==> src/sv/rrts_pkg.sv <==
// ============================================================================
// Round-robin task scheduler package
// Field widths, operation codes, controller states and the command and
// status bundles passed between the controller and the datapath.
// ============================================================================
package rrts_pkg;

  // Fixed field widths of the input and result beats.
  localparam int unsigned OpW    = 1;
  localparam int unsigned DelayW = 32;
  localparam int unsigned RunW   = 3;
  localparam int unsigned MaskW  = 4;
  localparam int unsigned TickW  = 32;

  // Operation codes carried by an input beat.
  typedef enum logic [OpW-1:0] {
    OP_TICK  = 1'b0,
    OP_BLOCK = 1'b1
  } op_e;

  // Controller states.
  typedef enum logic [1:0] {
    ST_IDLE,
    ST_WAKE,
    ST_PICK
  } state_e;

  // Commands from the controller to the datapath.
  typedef struct packed {
    logic exec;       // apply the accepted beat (tick or block)
    logic wake_step;  // check one wake-time entry
    logic pick;       // choose the next task and load the result register
  } dp_cmd_t;

  // Status from the datapath to the controller.
  typedef struct packed {
    logic wake_last;  // the wake sweep is at its last entry
  } dp_sts_t;

endpackage

==> src/sv/rrts_in_if.sv <==
// ============================================================================
// Scheduler input channel
// Valid/ready channel that carries one operation beat.
// ============================================================================
interface rrts_in_if;
  import rrts_pkg::*;

  logic              valid;
  logic              ready;
  logic [OpW-1:0]    operation;
  logic [DelayW-1:0] delay_ticks;

  modport source (output valid, output operation, output delay_ticks, input ready);
  modport sink   (input valid, input operation, input delay_ticks, output ready);
endinterface

==> src/sv/rrts_out_if.sv <==
// ============================================================================
// Scheduler result channel
// Valid/ready channel that carries one scheduling result beat.
// ============================================================================
interface rrts_out_if;
  import rrts_pkg::*;

  logic             valid;
  logic             ready;
  logic [RunW-1:0]  running_task;
  logic [MaskW-1:0] ready_mask;
  logic [TickW-1:0] tick_now;

  modport source (output valid, output running_task, output ready_mask,
                  output tick_now, input ready);
  modport sink   (input valid, input running_task, input ready_mask,
                  input tick_now, output ready);
endinterface

==> src/sv/round_robin_task_scheduler_top.sv <==
// ============================================================================
// Round-robin task scheduler
// Each input beat is a timer tick or a request to block the running task
// for a number of ticks. The block handles one beat at a time. A block
// request goes from acceptance straight to the pick, which loads the
// result register; a tick first passes through the wake sweep, which
// compares one user task's wake time against the tick counter per
// cycle, and then reaches the pick. A new beat is accepted while a
// finished result still waits in the output register; the pick then
// holds until that register is free.
// Task 0 is the idle task; after reset task 1 runs and every user task is
// ready.
// ============================================================================
module round_robin_task_scheduler_top #(
  parameter int unsigned NUM_TASKS = 5
) (
  input  logic              clk_i,
  input  logic              rst_ni,
  rrts_in_if.sink           in_i,
  rrts_out_if.source        out_o
);
  import rrts_pkg::*;

  dp_cmd_t cmd;
  dp_sts_t sts;

  // Sequencing and result handshake.
  rrts_ctrl u_ctrl (
    .clk_i       (clk_i),
    .rst_ni      (rst_ni),
    .in_valid_i  (in_i.valid),
    .in_op_i     (in_i.operation),
    .in_ready_o  (in_i.ready),
    .out_valid_o (out_o.valid),
    .out_ready_i (out_o.ready),
    .cmd_o       (cmd),
    .sts_i       (sts)
  );

  // Task state and result payload.
  rrts_dp #(
    .NumTasks (NUM_TASKS)
  ) u_dp (
    .clk_i          (clk_i),
    .rst_ni         (rst_ni),
    .op_i           (in_i.operation),
    .delay_i        (in_i.delay_ticks),
    .cmd_i          (cmd),
    .sts_o          (sts),
    .running_task_o (out_o.running_task),
    .ready_mask_o   (out_o.ready_mask),
    .tick_now_o     (out_o.tick_now)
  );

endmodule

==> src/sv/rrts_ctrl.sv <==
// ============================================================================
// Scheduler controller
// Sequences one beat at a time: apply, wake sweep on ticks, then the pick,
// and owns the valid flag of the result register.
// ============================================================================
module rrts_ctrl (
  input  logic                  clk_i,
  input  logic                  rst_ni,
  input  logic                  in_valid_i,
  input  logic [rrts_pkg::OpW-1:0] in_op_i,
  output logic                  in_ready_o,
  output logic                  out_valid_o,
  input  logic                  out_ready_i,
  output rrts_pkg::dp_cmd_t     cmd_o,
  input  rrts_pkg::dp_sts_t     sts_i
);
  import rrts_pkg::*;

  state_e state_q, state_d;
  logic   out_valid_q, out_valid_d;
  logic   slot_free;
  logic   accept;

  // The result register can take a new beat when empty or being drained.
  assign slot_free = !out_valid_q || out_ready_i;
  assign accept    = (state_q == ST_IDLE) && in_valid_i;

  // Next state.
  always_comb begin
    state_d = state_q;
    unique case (state_q)
      ST_IDLE: begin
        if (in_valid_i) begin
          state_d = (in_op_i == OP_TICK) ? ST_WAKE : ST_PICK;
        end
      end
      ST_WAKE: begin
        if (sts_i.wake_last) begin
          state_d = ST_PICK;
        end
      end
      ST_PICK: begin
        if (slot_free) begin
          state_d = ST_IDLE;
        end
      end
      default: state_d = ST_IDLE;
    endcase
  end

  // Commands to the datapath.
  always_comb begin
    cmd_o           = '0;
    cmd_o.exec      = accept;
    cmd_o.wake_step = (state_q == ST_WAKE);
    cmd_o.pick      = (state_q == ST_PICK) && slot_free;
  end

  // Result valid flag.
  always_comb begin
    out_valid_d = out_valid_q;
    if (cmd_o.pick) begin
      out_valid_d = 1'b1;
    end else if (out_ready_i) begin
      out_valid_d = 1'b0;
    end
  end

  always_ff @(posedge clk_i or negedge rst_ni) begin
    if (!rst_ni) begin
      state_q     <= ST_IDLE;
      out_valid_q <= 1'b0;
    end else begin
      state_q     <= state_d;
      out_valid_q <= out_valid_d;
    end
  end

  assign in_ready_o  = (state_q == ST_IDLE);
  assign out_valid_o = out_valid_q;

endmodule

==> src/sv/rrts_dp.sv <==
// ============================================================================
// Scheduler datapath
// Tick counter, per-task wake times and blocked flags, the round-robin
// pick and the result payload register.
// ============================================================================
module rrts_dp #(
  parameter int unsigned NumTasks = 5
) (
  input  logic                        clk_i,
  input  logic                        rst_ni,
  input  logic [rrts_pkg::OpW-1:0]    op_i,
  input  logic [rrts_pkg::DelayW-1:0] delay_i,
  input  rrts_pkg::dp_cmd_t           cmd_i,
  output rrts_pkg::dp_sts_t           sts_o,
  output logic [rrts_pkg::RunW-1:0]   running_task_o,
  output logic [rrts_pkg::MaskW-1:0]  ready_mask_o,
  output logic [rrts_pkg::TickW-1:0]  tick_now_o
);
  import rrts_pkg::*;

  localparam int unsigned UserTasks = NumTasks - 1;
  localparam int unsigned TaskW     = $clog2(NumTasks);
  localparam int unsigned IdxW      = (UserTasks > 1) ? $clog2(UserTasks) : 1;

  logic [TickW-1:0]     tick_q;
  logic [TickW-1:0]     wake_q [UserTasks];
  logic [UserTasks-1:0] blocked_q;
  logic [TaskW-1:0]     cur_q;
  logic [IdxW-1:0]      idx_q;
  logic [RunW-1:0]      run_q;
  logic [MaskW-1:0]     mask_q;
  logic [TickW-1:0]     tick_out_q;

  logic [IdxW-1:0]        wr_idx;
  logic                   blk_en;
  logic [TaskW-1:0]       next_task;
  logic [RunW+TaskW-1:0]  run_ext;
  logic [MaskW+UserTasks-1:0] mask_ext;

  // Blocked flag of user task t sits at entry t-1.
  assign wr_idx = IdxW'(cur_q - TaskW'(1));
  assign blk_en = cmd_i.exec && (op_i == OP_BLOCK) && (cur_q != '0);

  assign sts_o.wake_last = (idx_q == IdxW'(UserTasks - 1));

  // Round-robin pick: start after the current task, current task last,
  // idle task when no user task is ready. Smaller offsets win.
  always_comb begin
    logic [TaskW:0] base_w;
    logic [TaskW:0] sum_w;
    next_task = '0;
    if (cur_q == '0) begin
      base_w = (TaskW+1)'(UserTasks - 1);
    end else begin
      base_w = {1'b0, cur_q} - (TaskW+1)'(1);
    end
    for (int k = UserTasks; k >= 1; k--) begin
      sum_w = base_w + (TaskW+1)'(k);
      if (sum_w >= (TaskW+1)'(UserTasks)) begin
        sum_w = sum_w - (TaskW+1)'(UserTasks);
      end
      if (!blocked_q[IdxW'(sum_w)]) begin
        next_task = TaskW'(sum_w) + TaskW'(1);
      end
    end
  end

  // Control state: counter, blocked flags, current task, sweep index.
  always_ff @(posedge clk_i or negedge rst_ni) begin
    if (!rst_ni) begin
      tick_q    <= '0;
      blocked_q <= '0;
      cur_q     <= TaskW'(1);
      idx_q     <= '0;
    end else begin
      if (cmd_i.exec && (op_i == OP_TICK)) begin
        tick_q <= tick_q + TickW'(1);
        idx_q  <= '0;
      end
      if (blk_en) begin
        blocked_q[wr_idx] <= 1'b1;
      end
      if (cmd_i.wake_step) begin
        if (blocked_q[idx_q] && (wake_q[idx_q] <= tick_q)) begin
          blocked_q[idx_q] <= 1'b0;
        end
        idx_q <= idx_q + IdxW'(1);
      end
      if (cmd_i.pick) begin
        cur_q <= next_task;
      end
    end
  end

  // Wake times are only read for blocked tasks, so they need no reset.
  always_ff @(posedge clk_i) begin
    if (blk_en) begin
      wake_q[wr_idx] <= tick_q + delay_i;
    end
  end

  // Result payload register.
  assign run_ext  = {{RunW{1'b0}}, next_task};
  assign mask_ext = {{MaskW{1'b0}}, ~blocked_q};

  always_ff @(posedge clk_i) begin
    if (cmd_i.pick) begin
      run_q      <= run_ext[RunW-1:0];
      mask_q     <= mask_ext[MaskW-1:0];
      tick_out_q <= tick_q;
    end
  end

  assign running_task_o = run_q;
  assign ready_mask_o   = mask_q;
  assign tick_now_o     = tick_out_q;

endmodule

==> src/flat_wrapper.sv <==
// flat-port wrapper written by rule: the top's interface ports become plain ports
module round_robin_task_scheduler_top_flat import rrts_pkg::*;
#(
  parameter int unsigned NUM_TASKS = 5
)
  (clk_i, rst_ni, in_i_valid, in_i_operation, in_i_delay_ticks, in_i_ready, out_o_valid, out_o_running_task, out_o_ready_mask, out_o_tick_now, out_o_ready);
  rrts_in_if in_i_i ();
  rrts_out_if out_o_i ();
  input  logic clk_i;
  input  logic rst_ni;
  input wire logic [$bits(in_i_i.valid)-1:0] in_i_valid;
  input wire logic [$bits(in_i_i.operation)-1:0] in_i_operation;
  input wire logic [$bits(in_i_i.delay_ticks)-1:0] in_i_delay_ticks;
  output wire logic [$bits(in_i_i.ready)-1:0] in_i_ready;
  output wire logic [$bits(out_o_i.valid)-1:0] out_o_valid;
  output wire logic [$bits(out_o_i.running_task)-1:0] out_o_running_task;
  output wire logic [$bits(out_o_i.ready_mask)-1:0] out_o_ready_mask;
  output wire logic [$bits(out_o_i.tick_now)-1:0] out_o_tick_now;
  input wire logic [$bits(out_o_i.ready)-1:0] out_o_ready;
  assign in_i_i.valid = in_i_valid;
  assign in_i_i.operation = in_i_operation;
  assign in_i_i.delay_ticks = in_i_delay_ticks;
  assign in_i_ready = in_i_i.ready;
  assign out_o_valid = out_o_i.valid;
  assign out_o_running_task = out_o_i.running_task;
  assign out_o_ready_mask = out_o_i.ready_mask;
  assign out_o_tick_now = out_o_i.tick_now;
  assign out_o_i.ready = out_o_ready;
  round_robin_task_scheduler_top #(.NUM_TASKS(NUM_TASKS)) u_core (.clk_i(clk_i), .rst_ni(rst_ni), .in_i(in_i_i), .out_o(out_o_i));
endmodule
==> config.mk <==
export PLATFORM = sky130hd
export DESIGN_NAME = round_robin_task_scheduler_top_flat
export DESIGN_NICKNAME = d
export VERILOG_FILES = /design/src/sv/rrts_pkg.sv /design/src/sv/rrts_in_if.sv /design/src/sv/rrts_out_if.sv /design/src/sv/round_robin_task_scheduler_top.sv /design/src/sv/rrts_ctrl.sv /design/src/sv/rrts_dp.sv /design/src/flat_wrapper.sv
export SDC_FILE = /design/constraint.sdc
export NUM_CORES = 1
export LEC_CHECK = 0
export ABC_CLOCK_PERIOD_IN_PS = 3930
export BUFFER_PORTS_ARGS = -buffer_cell sky130_fd_sc_hd__buf_2
export CAP_MARGIN = 20
export CORE_MARGIN = 2
export CORE_UTILIZATION = 55
export DETAILED_ROUTE_END_ITERATION = 16
export PLACE_DENSITY_LB_ADDON = 0.3
export SYNTH_ARGS = -nofsm -noshare
export SYNTH_HDL_FRONTEND = slang
export SYNTH_SLANG_ARGS = --single-unit
export TNS_END_PERCENT = 30
==> constraint.sdc <==
create_clock -name clk_i -period 3.93 [get_ports clk_i]
set_clock_uncertainty 0.05 [all_clocks]
set_input_delay 0.1965 -clock clk_i [delete_from_list [all_inputs] [get_ports clk_i]]
set_output_delay 0.1965 -clock clk_i [all_outputs]
set_load 0.05 [all_outputs]
==> results of run 1 <==
==> cell type report <==
cell class,count,area share [%]
well taps,265,2.64
multi-input cells,531,36.3
clock inverters,10,0.996
inverters,56,1.71
repair buffers,93,4.36
flip-flops and latches,211,48.7
clock buffers,34,5.25
==> synthesized netlist by cell type, drive strengths merged (4+ instances only) <==
| cell | count |
|---|---|
| nand2b | 7 |
| o21a | 4 |
| o211ai | 8 |
| nand3 | 22 |
| xnor2 | 56 |
| clkbuf | 13 |
| o21ai | 21 |
| nor2 | 25 |
| a21oi | 49 |
| nor2b | 9 |
| o21bai | 4 |
| edfxtp | 167 |
| nand4 | 19 |
| a211oi | 9 |
| and2 | 5 |
| mux4 | 35 |
| nor3 | 13 |
| a2bb2oi | 5 |
| dfrtp | 43 |
| xor2 | 10 |
| mux2 | 4 |
| ha | 78 |
| a31oi | 5 |
| and4 | 4 |
| a21o | 22 |
| nand2 | 55 |
| and3 | 5 |
| inv | 56 |
| or3 | 7 |
| buf | 14 |
| nor4 | 8 |
==> registers in the layout (all words and copies together), names as in the netlist <==
name,cells
u_core.u_dp.cur_q,3
u_core.u_ctrl.out_valid_o,1
u_core.u_dp.idx_q,2
u_core.u_dp.running_task_o,3
u_core.u_dp.blocked_q,4
u_core.u_dp.wake_q,128
u_core.u_dp.tick_now_o,32
u_core.u_dp.tick_q,32
u_core.u_dp.ready_mask_o,4
u_core.u_ctrl.state_q,2
==> logic make-up after synthesis <==
logic type / after synthesis / share of synthesized area (%)
flops: 211 / 55.5
simple gates: 190 / 9.64
compound gates: 157 / 9.79
buf+inv: 83 / 3.14
fa+ha+maj: 79 / 9.03
xor+xnor: 66 / 5.24
mux: 39 / 7.66
==> where the power goes <==
group / internal (mW) / leakage (nW) / switching [mW]
Clock: 1.36 / 0.380 / 0.850
Combinational: 1.30 / 2.40 / 1.81
Sequential: 2.84 / 2.03 / 0.237
==> metrics by stage <==
step           total power [mW]  hold slack, ns
3_3_place_gp               6.13           0.268
5_1_grt                    8.85          0.0299
4_1_cts                    8.42         0.00351
3_5_place_dp               6.17           0.271
2_1_floorplan              5.47          -0.149
6_report                   8.40         0.00953
==> metal layers <==
| metal | track usage (%) | vias to the layer above | wire (µm) |
|---|---|---|---|
| met5 | 0 | - | 0 |
| li1 | - | 3327 | - |
| met4 | 6.91 | 0 | 661 |
| met3 | 3.86 | 48 | 1530 |
| met2 | 38.8 | 273 | 11700 |
| met1 | 31.7 | 3472 | 10400 |
==> worst max path at each step <==
stage / endpoint / startpoint / slack, ns / cells after the start
floorplan: u_core.u_dp.blocked_q[0]$_DFF_PN0_ / u_core.u_dp.idx_q[0]$_DFFE_PN0P_ / 0.57 / 10
CTS: u_core.u_dp.cur_q[2]$_DFFE_PN0P_ / u_core.u_dp.cur_q[0]$_DFFE_PN1P_ / 0.39 / 12
global route: u_core.u_dp.cur_q[2]$_DFFE_PN0P_ / u_core.u_dp.cur_q[0]$_DFFE_PN1P_ / 0.20 / 12
global placement: u_core.u_dp.cur_q[2]$_DFFE_PN0P_ / u_core.u_dp.cur_q[0]$_DFFE_PN1P_ / 0.46 / 12
finish: u_core.u_dp.cur_q[2]$_DFFE_PN0P_ / u_core.u_dp.cur_q[0]$_DFFE_PN1P_ / 0.37 / 12
detailed placement: u_core.u_dp.cur_q[2]$_DFFE_PN0P_ / u_core.u_dp.cur_q[0]$_DFFE_PN1P_ / 0.40 / 12
==> worst max-delay path, delay by kind of cell (launching register included) <==
kind	cells	cell delay (ns)
fa+ha+maj	2	0.57
simple gates	3	0.88
flops	1	0.69
mux	2	0.52
xor+xnor	1	0.16
buf+inv	1	0.17
compound gates	3	0.42
==> summary.md, run 1 <==
| Metric | Value |
|---|---|
| Outcome | completed |
| Max cap viols | 0 |
| Initial antenna violation count | 0 |
| Crit share post-route | 90.6% |
| Area grow syn2layout | 13.9% |
| # rows | 51 |
| Power per cell area | 669 nW/µm² |
| CTS Hold Bufs | 2 |
| DR vias | 7120 |
| Die ar. | 21200 µm² |
| Via/cell ratio | 5.93 |
| WL/cell | 20.3 µm |
| Clock Latency Late Sink | 0.51 ns |
| Global-route usage over all layers | 23.2% |
| Initial core utilization | 56.3% |
| CTS tree | yes |
| Clock tree root driver cell | clkbuf_16 |
| Critical Path Fanout Max | 11 |
| Dominant cell type by area after synthesis | edfxtp_1 |
| Post-CTS Resized | 0 |
| Final cell count without fillers | 1200 |
| Die height | 146 µm |
| Ys Warns | 0 |
| Final Slew Violations | 0 |
| Most frequent cells in the layout | 167 x edfxtp_1, 78 x ha_1, 77 x buf_2 |
| Hold Crit Start | in_i_operation |
| Post-route design area | 12600 µm² |
| Top-area cell type share of the netlist area | 45.5% |
| Synth unique cells | 80 |
| Final hold violations | 0 |
| Clk slew on worst S/H paths | 0.06 ns |
| Fin crit period | 3.56 ns |
| Reg2reg start | u_core.u_dp.cur_q[0]$_DFFE_PN1P_ |
| CP peak stage delay | 0.69 ns |
| Register area | 6120 µm² |
| CP max stage cell | dfstp_2 |
| Slew at the pin with the worst max-slew slack | 0.796 ns |
| Total Negative Setup Slacks | 0 ns |
| Max-slew headroom | 47.0% |
| Hold crit path type | input pin to flip-flop |
| DRT antenna net count | 0 |
| Dpl cells | 1153 |
| Post-synth top flop | edfxtp_1 |
| Detailed-route DRC error count | 0 |
| Ant. Diodes | 0 |
| WHS Path Cells | 3 |
| Cell Area, Synth | 11000 µm² |
| Die W | 146 µm |
| Average cell area after synthesis | 13.4 µm² |
| Max Clk Rate | 281 MHz |
| Critical R2R Capture | u_core.u_dp.cur_q[2]$_DFFE_PN0P_ |
| Pre-CTS setup slack | 0.399 ns |
| Num CTS Buffers | 24 |
| Gate Count Post-Synth | 825 |
| Sinks on Clock Net | 211 |
| Seq/Total Area, Yosys | 55.5% |
| Number of synthesized flops with an enable pin | 167 |
| First-pass GRT wire length | 38.6 mm |
| PnR worst setup slack | 0.371 ns |
| Final RePlAce weighted congestion | 0.934 |
| Final Core Density | 64.1% |
| Async SR Flop Fraction | 20.9% |
| Multi-input gate area | 4560 µm² |
| Synth area leaders | edfxtp_1 45%, dfrtp_1 9.8%, ha_1 8.9%, mux4_2 6.9%, xnor2_1 4.4% |
| Dpl cell area | 11700 µm² |
| Hpwl dp | 16.5 mm |
| Startpoint types | flip-flop |
| First drt pass iteration count | 5 |
| RSZ-0062 raised after global routing | false |
| Commonest non-fill, non-tap cell in the layout | edfxtp_1 |
| Starting DRT DRC Count | 514 |
| I/O pin cnt | 78 |
| Grt ovf | 0 |
| Fillers | 1480 |
| Finish-stage setup viols | 0 |
| IO Port Bufs | 77 |
| CP Class | flip-flop to flip-flop |
| # Post-CTS Setup Buffers | 0 |
| Hold Path End | u_core.u_dp.tick_q[0]$_DFFE_PN0P_ |
| Leak | 4.81 nW |
| CP Capture Type | flip-flop |
| Largest net degree at the start of global routing | 43 |
| CORE AREA | 19600 µm² |
| Clk buf depth | 3 |
| H-tree Lvls | 1 |
| CP Cell Sequence | inv_1 -> ha_1 -> or3b_2 -> nand2_1 -> ha_1 -> nor4b_1 -> a21oi_1 -> o211a_1 -> xnor2_1 -> o211ai_1 -> mux2_4 -> mux2_4 |
| Final net count | 1033 |
| Worst r2r path cells | 12 |
| CP arrival | 3.90 ns |
| WP data required | 4.27 ns |
| Share of layout cells above drive strength 1 | 19.9% |
| Peak VDD IR | 424 µV |
| Vias in the first global route | 7130 |
| #FFs+latches synth | 211 |
| R2r setup slk | 0.37 ns |
| WL final | 24.4 mm |
| Syn Nets | 941 |
Power figures use the tool's default switching activity.
==> run 2, diff against run 1 <==
--- a/config.mk
+++ b/config.mk
@@ -9,7 +9,7 @@
 export BUFFER_PORTS_ARGS = -buffer_cell sky130_fd_sc_hd__buf_2
 export CAP_MARGIN = 20
 export CORE_MARGIN = 2
-export CORE_UTILIZATION = 55
+export CORE_UTILIZATION = 45
 export DETAILED_ROUTE_END_ITERATION = 16
 export PLACE_DENSITY_LB_ADDON = 0.3
 export SYNTH_ARGS = -nofsm -noshare
==> summary.md, run 2 (same netlist as run 1, synthesis figures left out) <==
| Metric | Value |
|---|---|
| R2r setup slk | 0.40 ns (+0.03 ns) |
| CP Class | flip-flop to flip-flop |
| Max cap viols | 0 (unchanged) |
| Initial antenna violation count | 0 (unchanged) |
| CP peak stage delay | 0.69 ns (about the same) |
| Total Negative Setup Slacks | 0 ns (unchanged) |
| Flop pwr share | 37.1% (+0.5 points) |
| Final RePlAce weighted congestion | 0.866 (-7.2%) |
| Hold crit path type | input pin to flip-flop |
| Starting DRT DRC Count | 569 (+11%) |
| NetSw | 2.90 mW (-0.12%) |
| DRT antenna net count | 0 (unchanged) |
| CP endpoint | u_core.u_dp.cur_q[2]$_DFFE_PN0P_ |
| Ant. Diodes | 0 (unchanged) |
| Final net count | 1034 (+0.097%) |
| Final Slew Violations | 0 (unchanged) |
| Biggest register | u_core.u_dp.wake_q |
| Post-route design area | 12600 µm² (+0.71%) |
| Number of flip-flops in the largest register | 128 (unchanged) |
| WL final | 24.5 mm (+0.74%) |
| Final cell count without fillers | 1259 (+4.9%) |
| Initial core utilization | 45.6% (-11 points) |
| Peak VDD IR | 377 µV (-11%) |
| Hpwl dp | 17.4 mm (+5.4%) |
| WL/cell | 19.5 µm (-4.0%) |
| Worst r2r path cells | 12 (unchanged) |
| I/O pin cnt | 78 (unchanged) |
| Final Core Density | 52.3% (-12 points) |
| Hold Crit Start | in_i_delay_ticks[0] |
| Fin crit period | 3.53 ns (-0.0265 ns) |
| Crit path launch | u_core.u_dp.cur_q[0]$_DFFE_PN1P_ |
| Clock tree root driver cell | clkbuf_16 |
| Finish-stage setup viols | 0 (unchanged) |
| Register area | 6120 µm² (unchanged) |
| Net Sw Frac | 34.5% (about the same) |
| # rows | 57 (+12%) |
| Pre-CTS setup slack | 0.418 ns (+0.0196 ns) |
| Post-CTS Resized | 0 (unchanged) |
| Area grow syn2layout | 14.7% |
| Num CTS Buffers | 24 (unchanged) |
| Max Clk Rate | 283 MHz (+0.75%) |
| Commonest non-fill, non-tap cell in the layout | edfxtp_1 |
| Critical R2R Capture | u_core.u_dp.cur_q[2]$_DFFE_PN0P_ |
| Sinks on Clock Net | 211 (unchanged) |
| Die ar. | 25800 µm² (+22%) |
| Dpl cells | 1212 (+5.1%) |
| Reg2reg start | u_core.u_dp.cur_q[0]$_DFFE_PN1P_ |
| H-tree Lvls | 1 (unchanged) |
| Internal power | 5.49 mW (about the same) |
| Outcome | completed |
| CTS tree | yes |
| CP arrival | 3.90 ns (about the same) |
| Crit share post-route | 89.9% (-0.67 points) |
| Comb pwr share | 36.2% (-0.9 points) |
| Share of layout cells above drive strength 1 | 19.9% (unchanged) |
| WHS | 0.0240 ns (+0.0145 ns) |
| Clk buf depth | 3 (unchanged) |
| Die W | 161 µm (+10%) |
| CORE AREA | 24200 µm² (+23%) |
| Via/cell ratio | 5.54 (-6.7%) |
| Critical Path Fanout Max | 11 (unchanged) |
| RSZ-0062 raised after global routing | false |
| Grt ovf | 0 (unchanged) |
| Multi-input gate area | 4560 µm² (unchanged) |
| DR vias | 6972 (-2.1%) |
| CP max stage cell | dfstp_2 |
| Dpl cell area | 11800 µm² (+0.63%) |
| Max-slew headroom | 54.3% (+7.3 points) |
| Vias in the first global route | 7067 (-0.88%) |
| First-pass GRT wire length | 39.1 mm (+1.4%) |
| CP Cell Sequence | inv_1 -> ha_1 -> or3b_2 -> nand2_1 -> ha_1 -> nor4b_1 -> a21oi_1 -> o211a_1 -> xnor2_1 -> o211ai_1 -> mux2_4 -> mux2_4 |
| Clk pwr share | 26.6% (+0.3 points) |
| Clock Latency Late Sink | 0.53 ns (+0.02 ns) |
| Largest net degree at the start of global routing | 45 (+4.7%) |
| Power per cell area | 663 nW/µm² (-0.79%) |
| First drt pass iteration count | 5 (unchanged) |
| Fillers | 2049 (+38%) |
| CP Capture Type | flip-flop |
| IO Port Bufs | 77 (unchanged) |
| Slew at the pin with the worst max-slew slack | 0.680 ns (-0.116 ns) |
| Global-route usage over all layers | 19.4% (-3.8 points) |
| Die height | 161 µm (+10%) |
| Final Power | 8.39 mW (about the same) |
| Startpoint types | flip-flop |
| Final hold violations | 0 (unchanged) |
| Leak | 4.81 nW (+0.19%) |
| PnR worst setup slack | 0.397 ns (+0.0265 ns) |
| Clk slew on worst S/H paths | 0.06 ns (about the same) |
| Detailed-route DRC error count | 0 (unchanged) |
| Most frequent cells in the layout | 167 x edfxtp_1, 78 x ha_1, 77 x buf_2 |
| WP data required | 4.30 ns (+0.03 ns) |
## run 2: cell count changes in the layout (fill, tap and decap cells not counted), sizes merged
| cell | previous run | this run |
|---|---|---|
| dlygate4sd3 | 2 | 3 |
| clkbuf | 34 | 30 |
| clkinv | 6 | 10 |
| clkinvlp | 1 | 0 |
## run 2: worst max-delay path: cells and delay by family, from the launching register on
family	cells	cell delay, ns
AO/OA/AOI/OAI	3	0.40
XOR/XNOR	1	0.14
adder cells (fa/ha/maj)	2	0.57
buffers and inverters	1	0.17
flip-flops	1	0.69
multiplexers	2	0.52
AND/OR/NAND/NOR	3	0.88
## run 2: power by group through the flow
| stage | registers, mW | logic [mW] | clock network (mW) |
|---|---|---|---|
| floorplan | 3.27 | 2.20 | 0 |
| global placement | 3.16 | 2.98 | 0 |
| detailed placement | 3.16 | 3.03 | 0 |
| CTS | 3.12 | 3.05 | 2.28 |
| global route | 3.16 | 3.36 | 2.36 |
| finish | 3.12 | 3.04 | 2.23 |
## run 2: what timing repair did
item                      CTS  global route
hold endpoints to repair   46             0
hold buffers                3             0
setup buffers               0             0
## run 2: worst min path at each step
stage                                            end  depth (start not counted)
2_1_floorplan  u_core.u_ctrl.out_valid_o$_DFFE_PN0P_                          0
3_3_place_gp      u_core.u_dp.tick_q[25]$_DFFE_PN0P_                          2
3_5_place_dp      u_core.u_dp.tick_q[23]$_DFFE_PN0P_                          2
4_1_cts           u_core.u_dp.wake_q[2][0]$_DFFE_PP_                          2
5_1_grt           u_core.u_dp.wake_q[1][0]$_DFFE_PP_                          2
6_report          u_core.u_dp.wake_q[2][0]$_DFFE_PP_                          2
## run 2: final cells by class
cell class / count / area share, %
clock buffer: 30 / 5.09
clock inverter: 13 / 1.15
inverter: 56 / 1.70
multi-input combinational: 531 / 36.1
sequential: 211 / 48.4
tap: 324 / 3.21
timing repair buffer: 94 / 4.41
## run 2: metal layers
metal	vias up	GRT usage (%)	wire, µm
met5	-	0	0
met4	0	5.90	604
met3	35	2.84	1290
met2	183	31.8	11800
met1	3423	27.1	10900
li1	3331	-	-
